==> src/blocked_prefix_sum_mod_prime_macros.svh <==
// assertion macros for the rtl files, included by the datapath
`ifndef BLOCKED_PREFIX_SUM_MOD_PRIME_MACROS_SVH
`define BLOCKED_PREFIX_SUM_MOD_PRIME_MACROS_SVH

// same-cycle implication, sampled on clk_i, off during reset
`define BPSMP_ASSERT_IMP(lbl, ante, cons, msg) \
  lbl: assert property (@(posedge clk_i) disable iff (!rst_ni) (ante) |-> (cons)) \
    else $error(msg);

// next-cycle implication, sampled on clk_i, off during reset
`define BPSMP_ASSERT_NXT(lbl, ante, cons, msg) \
  lbl: assert property (@(posedge clk_i) disable iff (!rst_ni) (ante) |=> (cons)) \
    else $error(msg);

`endif

==> src/bpsmp_pkg.sv <==
`default_nettype none

package bpsmp_pkg;

  localparam int unsigned IDX_W = 13;
  localparam int unsigned VAL_W = 30;
  localparam int unsigned CNT_W = 13;
  localparam int unsigned S_TDATA_W = 48;
  localparam int unsigned M_TDATA_W = 32;
  localparam int unsigned APB_ADDR_W = 3;
  localparam int unsigned APB_DATA_W = 32;

  localparam int unsigned MAX_ELEMENTS_DEF = 4096;
  localparam int unsigned BLOCK_SIZE_DEF = 64;

  localparam logic [VAL_W-1:0] PRIME_MOD = 30'd1000000007;
  localparam logic [CNT_W-1:0] COUNT_RESET = 13'd4096;

  // register index, taken from paddr[2]
  localparam logic REG_ELEMENT_COUNT = 1'b0;

  typedef enum logic [2:0] {
    ST_CLEAR,
    ST_IDLE,
    ST_DECODE,
    ST_DIFF,
    ST_WALK,
    ST_QREAD,
    ST_RESULT
  } ctrl_state_e;

  typedef struct packed {
    logic capture;
    logic clear_step;
    logic decode;
    logic set_entry;
    logic start_walk;
    logic rd_query;
    logic load_result;
  } dp_cmd_t;

  typedef struct packed {
    logic is_query;
    logic idx_bad;
    logic diff_zero;
    logic walk_done;
    logic clear_last;
    logic out_free;
  } dp_status_t;

  function automatic logic [VAL_W-1:0] add_mod(input logic [VAL_W-1:0] a,
                                               input logic [VAL_W-1:0] b);
    logic [VAL_W:0] s;
    s = {1'b0, a} + {1'b0, b};
    if (s >= {1'b0, PRIME_MOD}) begin
      return VAL_W'(s - {1'b0, PRIME_MOD});
    end
    return s[VAL_W-1:0];
  endfunction

endpackage

`default_nettype wire

==> src/bpsmp_ctrl.sv <==
`default_nettype none

module bpsmp_ctrl (
  input  logic                  clk_i,
  input  logic                  rst_ni,
  input  logic                  tvalid_i,
  output logic                  tready_o,
  input  bpsmp_pkg::dp_status_t status_i,
  output bpsmp_pkg::dp_cmd_t    cmd_o
);
  import bpsmp_pkg::*;

  ctrl_state_e state_q, state_d;

  always_ff @(posedge clk_i or negedge rst_ni) begin
    if (!rst_ni) begin
      state_q <= ST_CLEAR;
    end else begin
      state_q <= state_d;
    end
  end

  always_comb begin
    state_d  = state_q;
    cmd_o    = '0;
    tready_o = 1'b0;
    unique case (state_q)
      ST_CLEAR: begin
        cmd_o.clear_step = 1'b1;
        if (status_i.clear_last) begin
          state_d = ST_IDLE;
        end
      end
      ST_IDLE: begin
        tready_o      = 1'b1;
        cmd_o.capture = tvalid_i;
        if (tvalid_i) begin
          state_d = ST_DECODE;
        end
      end
      ST_DECODE: begin
        cmd_o.decode = 1'b1;
        if (status_i.is_query) begin
          state_d = status_i.idx_bad ? ST_RESULT : ST_QREAD;
        end else begin
          state_d = status_i.idx_bad ? ST_IDLE : ST_DIFF;
        end
      end
      ST_DIFF: begin
        cmd_o.set_entry = 1'b1;
        if (status_i.diff_zero) begin
          state_d = ST_IDLE;
        end else begin
          cmd_o.start_walk = 1'b1;
          state_d          = ST_WALK;
        end
      end
      ST_WALK: begin
        if (status_i.walk_done) begin
          state_d = ST_IDLE;
        end
      end
      ST_QREAD: begin
        cmd_o.rd_query = 1'b1;
        state_d        = ST_RESULT;
      end
      ST_RESULT: begin
        if (status_i.out_free) begin
          cmd_o.load_result = 1'b1;
          state_d           = ST_IDLE;
        end
      end
      default: begin
        state_d = ST_CLEAR;
      end
    endcase
  end

endmodule

`default_nettype wire

==> config.mk <==
export PLATFORM = sky130hd
export DESIGN_NAME = bpsmp_ctrl
export DESIGN_NICKNAME = d
export VERILOG_FILES = /design/src/blocked_prefix_sum_mod_prime_macros.svh /design/src/bpsmp_pkg.sv /design/src/bpsmp_ctrl.sv
export SDC_FILE = /design/constraint.sdc
export NUM_CORES = 1
export LEC_CHECK = 0
export ABC_AREA = 1
export ABC_CLOCK_PERIOD_IN_PS = 1200
export BUFFER_PORTS_ARGS = -buffer_cell sky130_fd_sc_hd__buf_2
export CELL_PAD_IN_SITES_DETAIL_PLACEMENT = 0
export CELL_PAD_IN_SITES_GLOBAL_PLACEMENT = 2
export CORE_MARGIN = 5
export CORE_UTILIZATION = 21
export DETAILED_ROUTE_END_ITERATION = 12
export PLACE_DENSITY_LB_ADDON = 0.1
export SLEW_MARGIN = 20
export SYNTH_ARGS = -nofsm -noshare
export SYNTH_HDL_FRONTEND = slang
export SYNTH_SLANG_ARGS = --single-unit
==> constraint.sdc <==
create_clock -name clk_i -period 1.2 [get_ports clk_i]
set_input_delay 0.24 -clock clk_i [delete_from_list [all_inputs] [get_ports clk_i]]
set_output_delay 0.24 -clock clk_i [all_outputs]
set_load 0.01 [all_outputs]
## Yosys cells after proc, flatten, opt, wreduce, memory -nomap -nowiden

Index checks and enable logic that the tools add are counted.
Widths: inputs -> output; s select.

- Register bits: 3
- Word-level logic and storage cells: 31
- Input port bits: 9
- Output and inout bits: 8

- Equality and inequality tests: 10
- Mux-type cells: 18
- Reductions and logical operators: 2

Operator list:

| operator | number |
|---|---|
| $pmux 3 s7 | 1 |
| $mux 3 | 6 |
| $eq 3x3->1 const B | 3 |
| $mux 1 | 8 |
| $ne 2x2->1 const B | 4 |
| $eq 3x2->1 const B | 2 |
| $mux 2 | 3 |
| $reduce_and 4->1 | 1 |
| $eq 3x1->1 const B | 1 |
| $logic_not 3->1 | 1 |

## Depth between registers and ports, before layout

Gate-level depths: netlist (run 1).

- Depth after elaboration: 3
- Mapped depth: 7
- Mapped depth without buffers: 6

## Worst setup path after synthesis (run 1)

No wires, ideal clock.

- Path type: register -> output
- Start point: reg state_q[1]
- End point: out cmd_o[6] in the netlist's numbering
- Buffers on the path: 1
- Required time: 0.960 ns
- Setup slack: 0.051 ns
- Cell stages (with the launch flop): 5
- Arrival: 0.909 ns
- Cell sequence: dfrtp_1 buf_6 nor2_8 inv_2 nor3_1

RTL lines:

| item | RTL line | RTL |
|---|---|---|
| start: declaration | bpsmp_ctrl.sv:13 | `ctrl_state_e state_q, state_d;` |
| start signal: assignment | bpsmp_ctrl.sv:19 | `state_q <= state_d;` |
| end: declaration | bpsmp_ctrl.sv:9 | `output bpsmp_pkg::dp_cmd_t cmd_o` |

==> impl_metrics.tcl, run 1 <==
set metrics [dict create \
    synth_edf_count 0 \
    critPathBufInv 3 \
    cts.clk_slew.worst_paths_ns 0.04 \
    drive_gt1_share_pct 71.3 \
    fin_hold_ws_ns 0.239 \
    routabilityCongestion 0.719 \
    async_reset_ff_share_pct 100 \
    synthCells 51 \
    hold_viol 0 \
    dpl_cell_area_sq_um 458 \
    cap_violations 0 \
    peakVddDrop_mv 0.914 \
    rsz0062_at_grt "true" \
    die_area_sq_um 2610 \
    grt_max_degree 11 \
    failed_checks "setup timing" \
    fp.coreArea_sq_um 1560 \
    crit_required_ns 0.96 \
    setup_viol 8 \
    layout_setup_ws_ns -0.189 \
    regMostFlops "state_q" \
    chipWidth_um 51.1 \
    cp_cell_sequence "buf_6 > nand4_1 > inv_1 > buf_2" \
    numPortBuffers 16 \
    ys_warn_count 0 \
    slew_violations 0 \
    status "finished with violations" \
    synth_nets 61 \
    netlist.area_leader.share_pct 21.2 \
    critPathSlowestCell "dfrtp_2" \
    grt_overflow 0 \
    netlist_top_cells_area "dfrtp_1 (21%), nand2_1 (11%), buf_6 (9.5%), nor2_8 (5.7%), nor3_1 (5.7%)" \
    area_growth_pct 85.9 \
    synthTopCellsByCount "nand2_1 (10), inv_1 (5), inv_2 (4), nor2_1 (4), nor3_1 (4)" \
    avgRoutedWirePerCell_um 10.5 \
    grt_pass1_wl_mm 1.86 \
    stdcell_count 103 \
    grt_pass1_vias 448 \
    drc_errors 0 \
    top_regs "state_q x3" \
    cts_max_level 1 \
    tightest_slew_ns 0.247 \
    min_period_over_period_pct 116 \
    yosysSeqAreaShare_pct 21.2 \
    power_per_cell_area_nw_per_um2 2360 \
    largest_reg_flops 3 \
    first_pass_iters 1 \
    pre_cts_ws_ns -0.0725 \
    cp_max_fo 7 \
    syn-cell-area_sq_um 354 \
    slowest_delay_ns 0.50 \
    drtIter0Drc 0 \
    relSlewSlack_pct 83.5 \
    drtAntennaViolNets 0 \
    max_freq_mhz 720 \
    initial_core_util_pct 22.7 \
    antenna_found_initial 0 \
    synth_most_common_cell "nand2_1" \
    synth_top_flop_cell "dfrtp_1" \
    num_vias 433 \
    wirelength_mm 1.08 \
    finalClockSkew_ns 0.00562 \
    ys_ff_latch 3 \
    endpoint_kind "output port" \
    dieHeight_um 51.1 \
    via_per_inst 4.20 \
    cts_buffer_depth 2 \
    yosysUniqueCellTypes 19 \
    clockRootBuffer "clkbuf_4" \
    num_antenna_cells 0 \
    critPathLaunchType "flip-flop" \
    num_io_pins 17 \
    clock_latency_ns 0.24 \
    yosysTopAreaCell "dfrtp_1" \
    path_class "flip-flop to output port" \
    cts_tree "done" \
    min_path_type "primary input to flip-flop" \
    rows 14 \
    nets 98 \
    clkSinkCount 3 \
    dpl.hpwl_um 759 \
    cts_made_buffers 3 \
    arrival_ns 1.15 \
    dp.cells 85 \
    synth.avg_cell_area_sq_um 6.94 \
    period_minus_slack_ns 1.39 \
    final_area_sq_um 658 \
    power_leakage_nw 0.385 \
    crit_family "flip-flops" \
    grt_util_all_layers_pct 9.39 \
]
[final timing paths]
path	from	end	slack, ns	cells past startpoint
max in group asynchronous	rst_ni	state_q[0]$_DFFE_PN0P_	0.74	2
min reg2reg	state_q[2]$_DFFE_PN0P_	state_q[0]$_DFFE_PN0P_	0.72	5
min in group asynchronous	rst_ni	state_q[2]$_DFFE_PN0P_	0.34	2
max reg2reg	state_q[2]$_DFFE_PN0P_	state_q[2]$_DFFE_PN0P_	0	7
min	status_i[5]	state_q[2]$_DFFE_PN0P_	0.24	3
max	state_q[1]$_DFFE_PN0P_	cmd_o[2]	-0.19	4
[layout make-up]
class                   instances  area [sq um]
repair buffers                 35           249
well taps                      16          20.0
multi-input cells              34           236
fillers                       178           901
clock buffers                   4          26.3
inverters                      11          47.5
flip-flops and latches          3          78.8
[worst reg2reg max path, cell delays in order (launching register included)]
cell	delay, ns
dfrtp_2	0.42
buf_4	0.16
buf_4	0.13
nand2_2	0.06
inv_2	0.04
buf_4	0.13
nor2_4	0.09
nand3_2	0.07
[power breakdown]
part	internal, mW	switching [mW]
registers	0.156	0.105
logic	0.598	0.517
clock network	0.125	0.0545
total	0.878	0.677
[cells in the final DEF (no fill, tap or decap), types with 3 or more instances in the layout]
master	Yosys	final
buf_2	0	14
inv_2	4	3
buf_6	3	5
nand2_2	3	6
nand2_1	10	7
buf_4	0	14
nor2_1	4	3
nand4_1	3	3
clkbuf_4	0	4
inv_1	5	5
dfrtp_2	0	3
nor3_2	0	3
[routing by layer]
metal	global-route usage [%]	share of wire, %	wire [um]
met5	0	0	0
met3	3.20	7.7	84
met4	4.04	0	0
met1	11.4	43	462
met2	15.0	50	537
[metrics by stage]
step | power, mW | TNS [ns] | utilization [%]
after global routing | 1.71 | -2.07 | 42.2
after detailed placement | 0.983 | -0.329 | 29.4
after global placement | 0.993 | -0.292 | 29.4
final | 1.56 | -1.42 | 42.2
after CTS | 1.41 | -1.45 | 38.3
after floorplan | 0.782 | 0 | -
[cells by family after synthesis]
group | Yosys count | synth area share, %
AOI/OAI and AO/OA | 1 | 1.41
adders and majority gates | 1 | 3.53
buffers and inverters | 14 | 21.9
DFF | 3 | 21.2
and+or+nand+nor | 32 | 51.9
[timing repair]
action,in CTS,in global routing
gates resized for setup,15,5
hold buffers,1,0
hold endpoints to repair,3,0
setup buffers,9,8
setup endpoints to repair,10,9
pin swaps,7,3
Note: power is estimated with default switching activity, not from simulation.
==> run 2, diff against run 1 <==
--- a/config.mk
+++ b/config.mk
@@ -14,6 +14,7 @@
 export CORE_UTILIZATION = 21
 export DETAILED_ROUTE_END_ITERATION = 12
 export PLACE_DENSITY_LB_ADDON = 0.1
+export REMOVE_ABC_BUFFERS = 1
 export SLEW_MARGIN = 20
 export SYNTH_ARGS = -nofsm -noshare
 export SYNTH_HDL_FRONTEND = slang
==> run 2 against run 1 <==
Core utilization is 0.48 points higher. Cell count shrank 1.9%. Count of clock-buffer cells in the layout did not move. Non-clock buffer count down 2. Sequential share of layout area shrank 0.14 points. Clock power shrank 3%. The run still ends with setup timing left. Flip-flop and latch count is the same. Total power down 1.5%. Critical endpoint is now cmd_o[4]. Routed wire length is 8.2% lower. Global-route usage is 0.90 points lower.
==> impl_metrics.tcl, run 2 (synthesis results as in run 1) <==
set metrics [dict create \
    nFillCells 169 \
    route.met3.wl_um 33 \
    layout_setup_ws_ns -0.171 \
    met2WireLength_um 571 \
    min_path_type "primary input to flip-flop" \
    cts_tree "done" \
    top_regs "state_q x3" \
    mostFrequentLayoutCells "buf_2 (14), buf_6 (9), buf_4 (9)" \
    drive_gt1_share_pct 70.6 \
    antenna_found_initial 0 \
    fp.coreArea_sq_um 1560 \
    dpl_cell_area_sq_um 450 \
    min_from "status_i[5]" \
    power_per_cell_area_nw_per_um2 2300 \
    period_minus_slack_ns 1.37 \
    fin_setup_tns_ns -1.25 \
    area_growth_pct 88.0 \
    tightest_slew_ns 0.240 \
    numPortBuffers 16 \
    cts_made_buffers 3 \
    dieHeight_um 51.1 \
    timing.rr.start "state_q[2]$_DFFE_PN0P_" \
    cts_buffer_depth 2 \
    grt_util_all_layers_pct 8.49 \
    crit_start "state_q[2]$_DFFE_PN0P_" \
    dpl.hpwl_um 753 \
    routabilityCongestion 0.666 \
    drtAntennaViolNets 0 \
    cap_violations 0 \
    first_pass_iters 3 \
    crit_required_ns 0.96 \
    cts.clk_slew.worst_paths_ns 0.04 \
    initial_core_util_pct 22.7 \
    power_leakage_nw 0.385 \
    arrival_ns 1.13 \
    num_io_pins 17 \
    hold_viol 0 \
    num_vias 422 \
    wirelength_um 995 \
    clockRootBuffer "clkbuf_4" \
    grt_pass1_wl_mm 1.66 \
    clkSinkCount 3 \
    cp_max_fo 4 \
    chipWidth_um 51.1 \
    slew_violations 0 \
    die_area_sq_um 2610 \
    final_area_sq_um 666 \
    rsz0062_at_grt "true" \
    regMostFlops "state_q" \
    relSlewSlack_pct 84.0 \
    cts_max_level 1 \
    rows 14 \
    highest_layer "met3" \
    num_antenna_cells 0 \
    via_per_inst 4.18 \
    grt_pass1_vias 406 \
    finalClockSkew_ns 0.000259 \
    clock_latency_ns 0.23 \
    setup_viol 9 \
    drtIter0Drc 1 \
    status "finished with violations" \
    largest_reg_flops 3 \
    path_class "flip-flop to output port" \
    grt_overflow 0 \
    critPathLaunchType "flip-flop" \
    peakVddDrop_mv 1.20 \
    drt-met1-wl_um 390 \
    grt_max_degree 8 \
    endpoint_kind "output port" \
    avgRoutedWirePerCell_um 9.85 \
    layout_commonest_cell "buf_2" \
    max_freq_mhz 729 \
    r2r_slack_ns -0.03 \
    min_period_over_period_pct 114 \
    failed_checks "setup timing" \
    pre_cts_ws_ns -0.0565 \
    nets 96 \
    fin_hold_ws_ns 0.251 \
    drc_errors 0 \
]
[run 2: what timing repair did]
action	in CTS	in global routing
endpoints found under the hold margin	3	0
setup endpoints to repair	9	9
setup buffers	9	4
hold buffers	1	0
pin swaps	6	6
resized for setup	17	8
[run 2: path summary, 6_finish.rpt]
kind	to	cells past startpoint
setup reg to reg	state_q[2]$_DFFE_PN0P_	9
hold reg to reg	state_q[2]$_DFFE_PN0P_	3
min in group asynchronous	state_q[2]$_DFFE_PN0P_	2
max in group asynchronous	state_q[1]$_DFFE_PN0P_	2
setup / recovery	cmd_o[4]	5
hold / removal	state_q[2]$_DFFE_PN0P_	3
[run 2: cell type report]
type / count / area, sq um / share of cell area [%]
repair buffers: 33 / 249 / 37.4
multi-input cells: 34 / 244 / 36.7
flip-flops and latches: 3 / 78.8 / 11.8
inverters: 11 / 47.5 / 7.14
clock buffers: 4 / 26.3 / 3.95
well taps: 16 / 20.0 / 3.01
[run 2: power breakdown]
group / total (mW) / internal [mW] / switching (mW)
sequential: 0.264 / 0.156 / 0.108
clock: 0.174 / 0.124 / 0.0494
combinational: 1.09 / 0.577 / 0.516
total: 1.53 / 0.858 / 0.673
[run 2: layer usage]
metal	GRT usage, %	vias to the layer above
li1	-	222
met1	9.51	194
met2	15.0	6
met3	1.16	0
met4	5.38	0
met5	0	-
[run 2: worst max-delay path, stage by stage, from the launching register on]
cell and delay [ns]:
dfrtp_2 0.43, buf_4 0.16, nor2_4 0.11, nand2_2 0.06, clkinv_2 0.05, buf_6 0.09
[run 2: stage by stage]
stage | instances | util, % | power [mW]
floorplan | 48 | - | 0.682
global placement | 84 | 28.9 | 0.970
detailed placement | 84 | 28.9 | 0.956
CTS | 97 | 38.9 | 1.42
global route | 101 | 42.7 | 1.66
finish | 101 | 42.7 | 1.53
==> run 3, diff against run 2 <==
--- a/config.mk
+++ b/config.mk
@@ -7,12 +7,13 @@
 export LEC_CHECK = 0
 export ABC_AREA = 1
 export ABC_CLOCK_PERIOD_IN_PS = 1200
-export BUFFER_PORTS_ARGS = -buffer_cell sky130_fd_sc_hd__buf_2
+export CAP_MARGIN = 20
 export CELL_PAD_IN_SITES_DETAIL_PLACEMENT = 0
 export CELL_PAD_IN_SITES_GLOBAL_PLACEMENT = 2
 export CORE_MARGIN = 5
-export CORE_UTILIZATION = 21
+export CORE_UTILIZATION = 27
 export DETAILED_ROUTE_END_ITERATION = 12
+export DONT_BUFFER_PORTS = 1
 export PLACE_DENSITY_LB_ADDON = 0.1
 export REMOVE_ABC_BUFFERS = 1
 export SLEW_MARGIN = 20
==> constraint.sdc (replaced) <==
create_clock -name clk_i -period 1.2 [get_ports clk_i]
set_input_delay 0.24 -clock clk_i [delete_from_list [all_inputs] [get_ports clk_i]]
set_output_delay 0.24 -clock clk_i [all_outputs]
set_load 0.1 [all_outputs]
==> run 3 against run 2 <==
The run still ends with setup timing left. Critical path depth unchanged. Routed wire length down 3.9%. Via count down 6.4%. Critical path type unchanged. Critical endpoint is now cmd_o[6].
==> impl_metrics.tcl, run 3 (synthesis results as in run 1) <==
set metrics [dict create \
    fp.coreArea_sq_um 1270 \
    via_per_inst 4.16 \
    final_area_sq_um 782 \
    endpoint_kind "output port" \
    finalClockSkew_ns 0.000859 \
    min_path_type "primary input to flip-flop" \
    period_minus_slack_ns 1.53 \
    clockRootBuffer "clkbuf_4" \
    timing.rr.start "state_q[1]$_DFFE_PN0P_" \
    grt_pass1_vias 401 \
    drtIter0Drc 3 \
    drc_errors 0 \
    dieHeight_um 46.2 \
    layout_commonest_cell "buf_4" \
    path_class "flip-flop to output port" \
    slew_violations 0 \
    stdcell_count 95 \
    initial_core_util_pct 27.9 \
    setup_viol 10 \
    rsz0062_at_grt "true" \
    top_regs "state_q x3" \
    relSlewSlack_pct 89.1 \
    largest_reg_flops 3 \
    nets 91 \
    dpl_cell_area_sq_um 619 \
    cts_made_buffers 3 \
    crit_start "state_q[1]$_DFFE_PN0P_" \
    grt_max_degree 6 \
    clkSinkCount 3 \
    area_growth_pct 121 \
    cts_tree "done" \
    grt_util_all_layers_pct 10.3 \
    antenna_found_initial 0 \
    arrival_ns 1.29 \
    max_freq_mhz 652 \
    chipWidth_um 46.2 \
    grt_overflow 0 \
    crit_required_ns 0.96 \
    wirelength_um 956 \
    rows 13 \
    dpl.hpwl_um 752 \
    critPathLaunchType "flip-flop" \
    min_period_over_period_pct 128 \
    tightest_slew_ns 0.163 \
    clock_latency_ns 0.22 \
    cts_max_level 1 \
    dp.cells 83 \
    drtAntennaViolNets 0 \
    first_pass_iters 2 \
    mostFrequentLayoutCells "buf_4 (14), nand2_1 (9)" \
    num_vias 395 \
    failed_checks "setup timing" \
    cp_max_fo 3 \
    drive_gt1_share_pct 67.5 \
    hold_viol 0 \
    grt_pass1_wl_mm 1.61 \
    min_from "status_i[5]" \
    routabilityCongestion 0.767 \
    cap_violations 0 \
    num_io_pins 17 \
    die_area_sq_um 2140 \
    cts_buffer_depth 2 \
    status "finished with violations" \
    num_antenna_cells 0 \
    cts.clk_slew.worst_paths_ns 0.03 \
    numPortBuffers 0 \
    layout_setup_ws_ns -0.334 \
    avgRoutedWirePerCell_um 10.1 \
    regMostFlops "state_q" \
]
[run 3: area by class of cell]
class / instances / area, sq um
fill: 111 / 487
clock buffer: 4 / 26.3
multi-input combinational: 34 / 264
sequential: 3 / 77.6
inverter: 11 / 47.5
tap: 15 / 18.8
timing repair buffer: 28 / 348
[run 3: worst max-delay path, cell delays in order (launching register included)]
cell	delay, ns
dfrtp_1	0.39
buf_6	0.14
nor2_8	0.12
inv_4	0.05
nor3_4	0.13
clkbuf_16	0.23
[run 3: repair_timing]
action / CTS / global route
pin swaps: 4 / 5
hold buffers: 1 / 0
endpoints found under the setup margin: 11 / 11
setup buffers: 4 / 4
resized for setup: 19 / 2
hold endpoints to repair: 3 / 0
[run 3: metal layers]
layer	up-vias	GRT usage (%)	wire length, um
met4	0	3.41	0
met2	6	16.5	507
met1	174	12.8	394
met5	-	0	0
li1	215	-	-
met3	0	3.52	54
[run 3: through the flow]
step,utilization (%),setup TNS (ns),hold slack [ns],setup WS (ns)
2_1_floorplan,-,-9.37,-0.0556,-1.79
3_3_place_gp,48.8,-0.872,-0.0555,-0.144
3_5_place_dp,48.8,-1.02,-0.0555,-0.172
4_1_cts,59.0,-2.15,0.173,-0.338
5_1_grt,61.6,-3.04,0.183,-0.420
6_report,61.6,-2.40,0.175,-0.334
[run 3: worst paths after layout]
| path | slack (ns) | end | cells after the start |
|---|---|---|---|
| worst max-delay path | -0.33 | cmd_o[6] | 5 |
| worst min-delay path | 0.17 | state_q[2]$_DFFE_PN0P_ | 2 |
| worst max register to register | -0.12 | state_q[1]$_DFFE_PN0P_ | 9 |
| worst min register to register | 0.70 | state_q[2]$_DFFE_PN0P_ | 3 |
| max in group asynchronous | 0.78 | state_q[2]$_DFFE_PN0P_ | 1 |
| min in group asynchronous | 0.27 | state_q[0]$_DFFE_PN0P_ | 1 |
Power of run 3 is left out: the tool's default activity adds up to more than one toggle a clock period on the data nets, which glitch-free logic cannot reach.
